## src/hdl/scd_cell.sv

```systemverilog
// scd_cell: one history cell holding a stereo pair, passed on to its neighbor
// no package dependency
module scd_cell #(
  parameter int unsigned SB = 16
) (
  input  logic                 clk_i,
  input  logic                 rst_ni,
  input  logic                 shift_i,
  input  logic signed [SB-1:0] left_i,
  input  logic signed [SB-1:0] right_i,
  output logic signed [SB-1:0] left_o,
  output logic signed [SB-1:0] right_o
);

  logic signed [SB-1:0] left_q, left_d;
  logic signed [SB-1:0] right_q, right_d;

  always_comb begin
    left_d  = shift_i ? left_i  : left_q;
    right_d = shift_i ? right_i : right_q;
  end

  // history starts out silent
  always_ff @(posedge clk_i or negedge rst_ni) begin
    if (!rst_ni) begin
      left_q  <= '0;
      right_q <= '0;
    end else begin
      left_q  <= left_d;
      right_q <= right_d;
    end
  end

  assign left_o  = left_q;
  assign right_o = right_q;

endmodule

```

## config.mk

```make
export PLATFORM = sky130hd
export DESIGN_NAME = scd_cell
export DESIGN_NICKNAME = d
export VERILOG_FILES = /design/src/hdl/scd_cell.sv
export SDC_FILE = /design/constraint.sdc
export NUM_CORES = 1
export LEC_CHECK = 0
export ABC_CLOCK_PERIOD_IN_PS = 800
export BUFFER_PORTS_ARGS = -buffer_cell sky130_fd_sc_hd__buf_2
export CAP_MARGIN = 15
export CELL_PAD_IN_SITES_DETAIL_PLACEMENT = 0
export CELL_PAD_IN_SITES_GLOBAL_PLACEMENT = 1
export CORE_MARGIN = 10
export CORE_UTILIZATION = 35
export DETAILED_ROUTE_END_ITERATION = 8
export PLACE_DENSITY = 0.87
export SYNTH_ARGS = -nofsm -noshare
export SYNTH_HDL_FRONTEND = slang
export SYNTH_SLANG_ARGS = --single-unit
```

## constraint.sdc

```tcl
create_clock -name clk_i -period 0.8 [get_ports clk_i]
set_input_delay 0.04 -clock clk_i [delete_from_list [all_inputs] [get_ports clk_i]]
set_output_delay 0.04 -clock clk_i [all_outputs]
set_load 0.1 [all_outputs]
```

==> impl_metrics.yaml <==
critical_path:
  critPathCaptureType: "output pin"
  crit_buf_inv: 2
  rrSetupSlack_ns: -0.23
  crit_slowest_cell: "dfrtp_4"
  required_ns: 0.76
  crit_family: "flip-flops"
  path_cells: "buf_6, buf_12"
  critPathLaunchType: "register"
  cp_max_fo: 2
  r2r_end: "left_o[13]"
  critPathMaxStageDelay_ns: 0.50
  path_class: "reg2out"
  cp.arrival_ns: 1.08
  ff2ff_path_depth: 2
  reg2reg_from: "left_o[13]"
layout:
  final_common_cell: "buf_6"
  n_antenna_cell: 0
  area.growth.synth_to_final_pct: 139.3
  final_cell_mix: "41 x buf_6, 35 x buf_12, 34 x buf_2"
  fin_util: 0.8725
  fill_cells: 166
  seqCellArea_um2: 920.9
  nNetsFinal: 250
  drive_above_1_share: 0.8380
  multi_input_area_um2: 476.7
place:
  io_buffer_count: 66
  dp_hpwl_um: 3189
  gp_congestion: 0.6733
  dp_slack_ns: -0.07043
die:
  die_w_um: 81.99
  ios: 67
  dieArea_um2: 6722
  rows: 22
  core_um2: 3689
  die_y_um: 81.99
  initial_core_util: 0.3647
clock_tree:
  cts_tree: "yes"
  htree_levels: 2
  insertion_delay_ns: 0.28
  cts_sinks: 32
  cts_root_buf: "clkbuf_8"
  clockBufferDepth: 2
  numCtsBuffers: 5
  clkTransAtPathRegs_ns: 0.07
sta:
  worst_pin_slew_ns: 0.1801
  setup_tns_ns: -12.46
  rsz0062_at_grt: "yes"
  setup_violations: 64
  hold_viol: 0
  slew_headroom: 0.8799
  fin_crit_sh: 1.401
  slew_viol_final: 0
  clock-skew-final_ns: 0
  setup_ws_ns: -0.3208
  fin_crit_ns: 1.121
  holdWs_ns: 0.1656
  max_freq_mhz: 892.3
global_route:
  grt_pass1_wl_um: 7907
  track_usage: 0.1639
  grt_overflow: 0
  grt_pass1_vias: 1363
  antenna_found_initial: 0
  grt_max_degree: 33
hold_path:
  hold_end: "left_o[13]"
  hp-class: "in2reg"
  worstHoldStart: "shift_i"
  whs_path_depth: 2
yosys:
  syn_area_um2: 1345
  postSynthAreaPerCell_um2: 19.78
  synth_nets: 103
  seq_area_frac_synth: 0.5953
  synth_top_area_frac: 0.5953
  synthTopCellsByArea: "dfrtp_1 60%, mux2_4 33%, buf_12 4.5%"
  ys_warn_count: 0
  syn_inst: 68
  synth_top_cell_by_area: "dfrtp_1"
  synth-seq-cells: 32
  synth_cell_types: 5
routing:
  drt-initial-drc-count: 41
  drc: 0
  drtPass1Iterations: 4
  drtAntennaViolNets: 0
  wl_um: 5260
  vias: 1142
  wl_per_cell_um: 19.92
  via_per_inst: 4.326
power_and_ir_drop:
  ir_drop_v: 0.001276
  power_mw: 6.435
  total_leakage_power_nw: 1.501
  power_density_nw_per_um2: 2000
outcome:
  outcome: "finished, violations left"
  violations: "setup timing"
job:
  max-cap-violations: 0
## layer usage
| layer | global-route usage | wire (µm) | up-vias |
|---|---|---|---|
| li1 | - | - | 526 |
| met3 | 0.08406 | 415 | 7 |
| met4 | 0.05612 | 87 | 0 |
| met5 | 0 | 0 | - |
| met1 | 0.1620 | 1743 | 566 |
| met2 | 0.2900 | 3013 | 43 |
## state kept, by name (all words and copies together) (netlist names)
name,count
right_o,16
left_o,16
## what timing repair did
item                       4_1_cts  5_1_grt
gates resized for setup         33        9
hold endpoints to repair        63        1
setup buffers                    2        8
setup endpoints to repair       64       64
hold buffers                    32        1
## worst reg2reg max path, stage by stage, from the launching register on
cell and delay [ns]:
dfrtp_4 0.50, buf_6 0.13, mux2_4 0.28
## area by class of cell
class	count	area share
Tap cell	48	0.01866
Multi-Input combinational cell	32	0.1481
Sequential cell	32	0.2862
Timing Repair Buffer	144	0.5191
Clock buffer	8	0.02799
## where the power goes
| part | internal [mW] | switching, mW | total [mW] |
|---|---|---|---|
| combinational | 1.44 | 1.67 | 3.11 |
| clock | 0.701 | 0.583 | 1.28 |
| sequential | 1.89 | 0.151 | 2.04 |
| total | 4.03 | 2.41 | 6.43 |
## worst max-delay path by stage
stage	start	slack (ns)	cells after the start	to
2_1_floorplan	left_o[0]	-0.23	1	left_o[0]
3_3_place_gp	left_o[10]	-0.06	1	left_o[10]
3_5_place_dp	shift_i	-0.07	3	left_o[7]
4_1_cts	left_o[7]	-0.30	2	left_o[7]
5_1_grt	left_o[13]	-0.35	2	left_o[13]
6_report	left_o[13]	-0.32	2	left_o[13]
## synth_stat cells, drive strengths merged
master / number
mux2: 32
buf: 4
dfrtp: 32
## per-stage QoR
step	cells	instance area, µm²
finish	264	3218
CTS	255	3114
floorplan	68	1465
global route	264	3218
global placement	213	2565
detailed placement	213	2565
## cells by family (layout without fill, tap and decap cells)
group                  Yosys count  after routing  synth area share
multiplexers                    32             32            0.3516
buffers and inverters            4            152           0.05302
flip-flops                      32             32            0.5954
(Power assumes the default switching activity.)
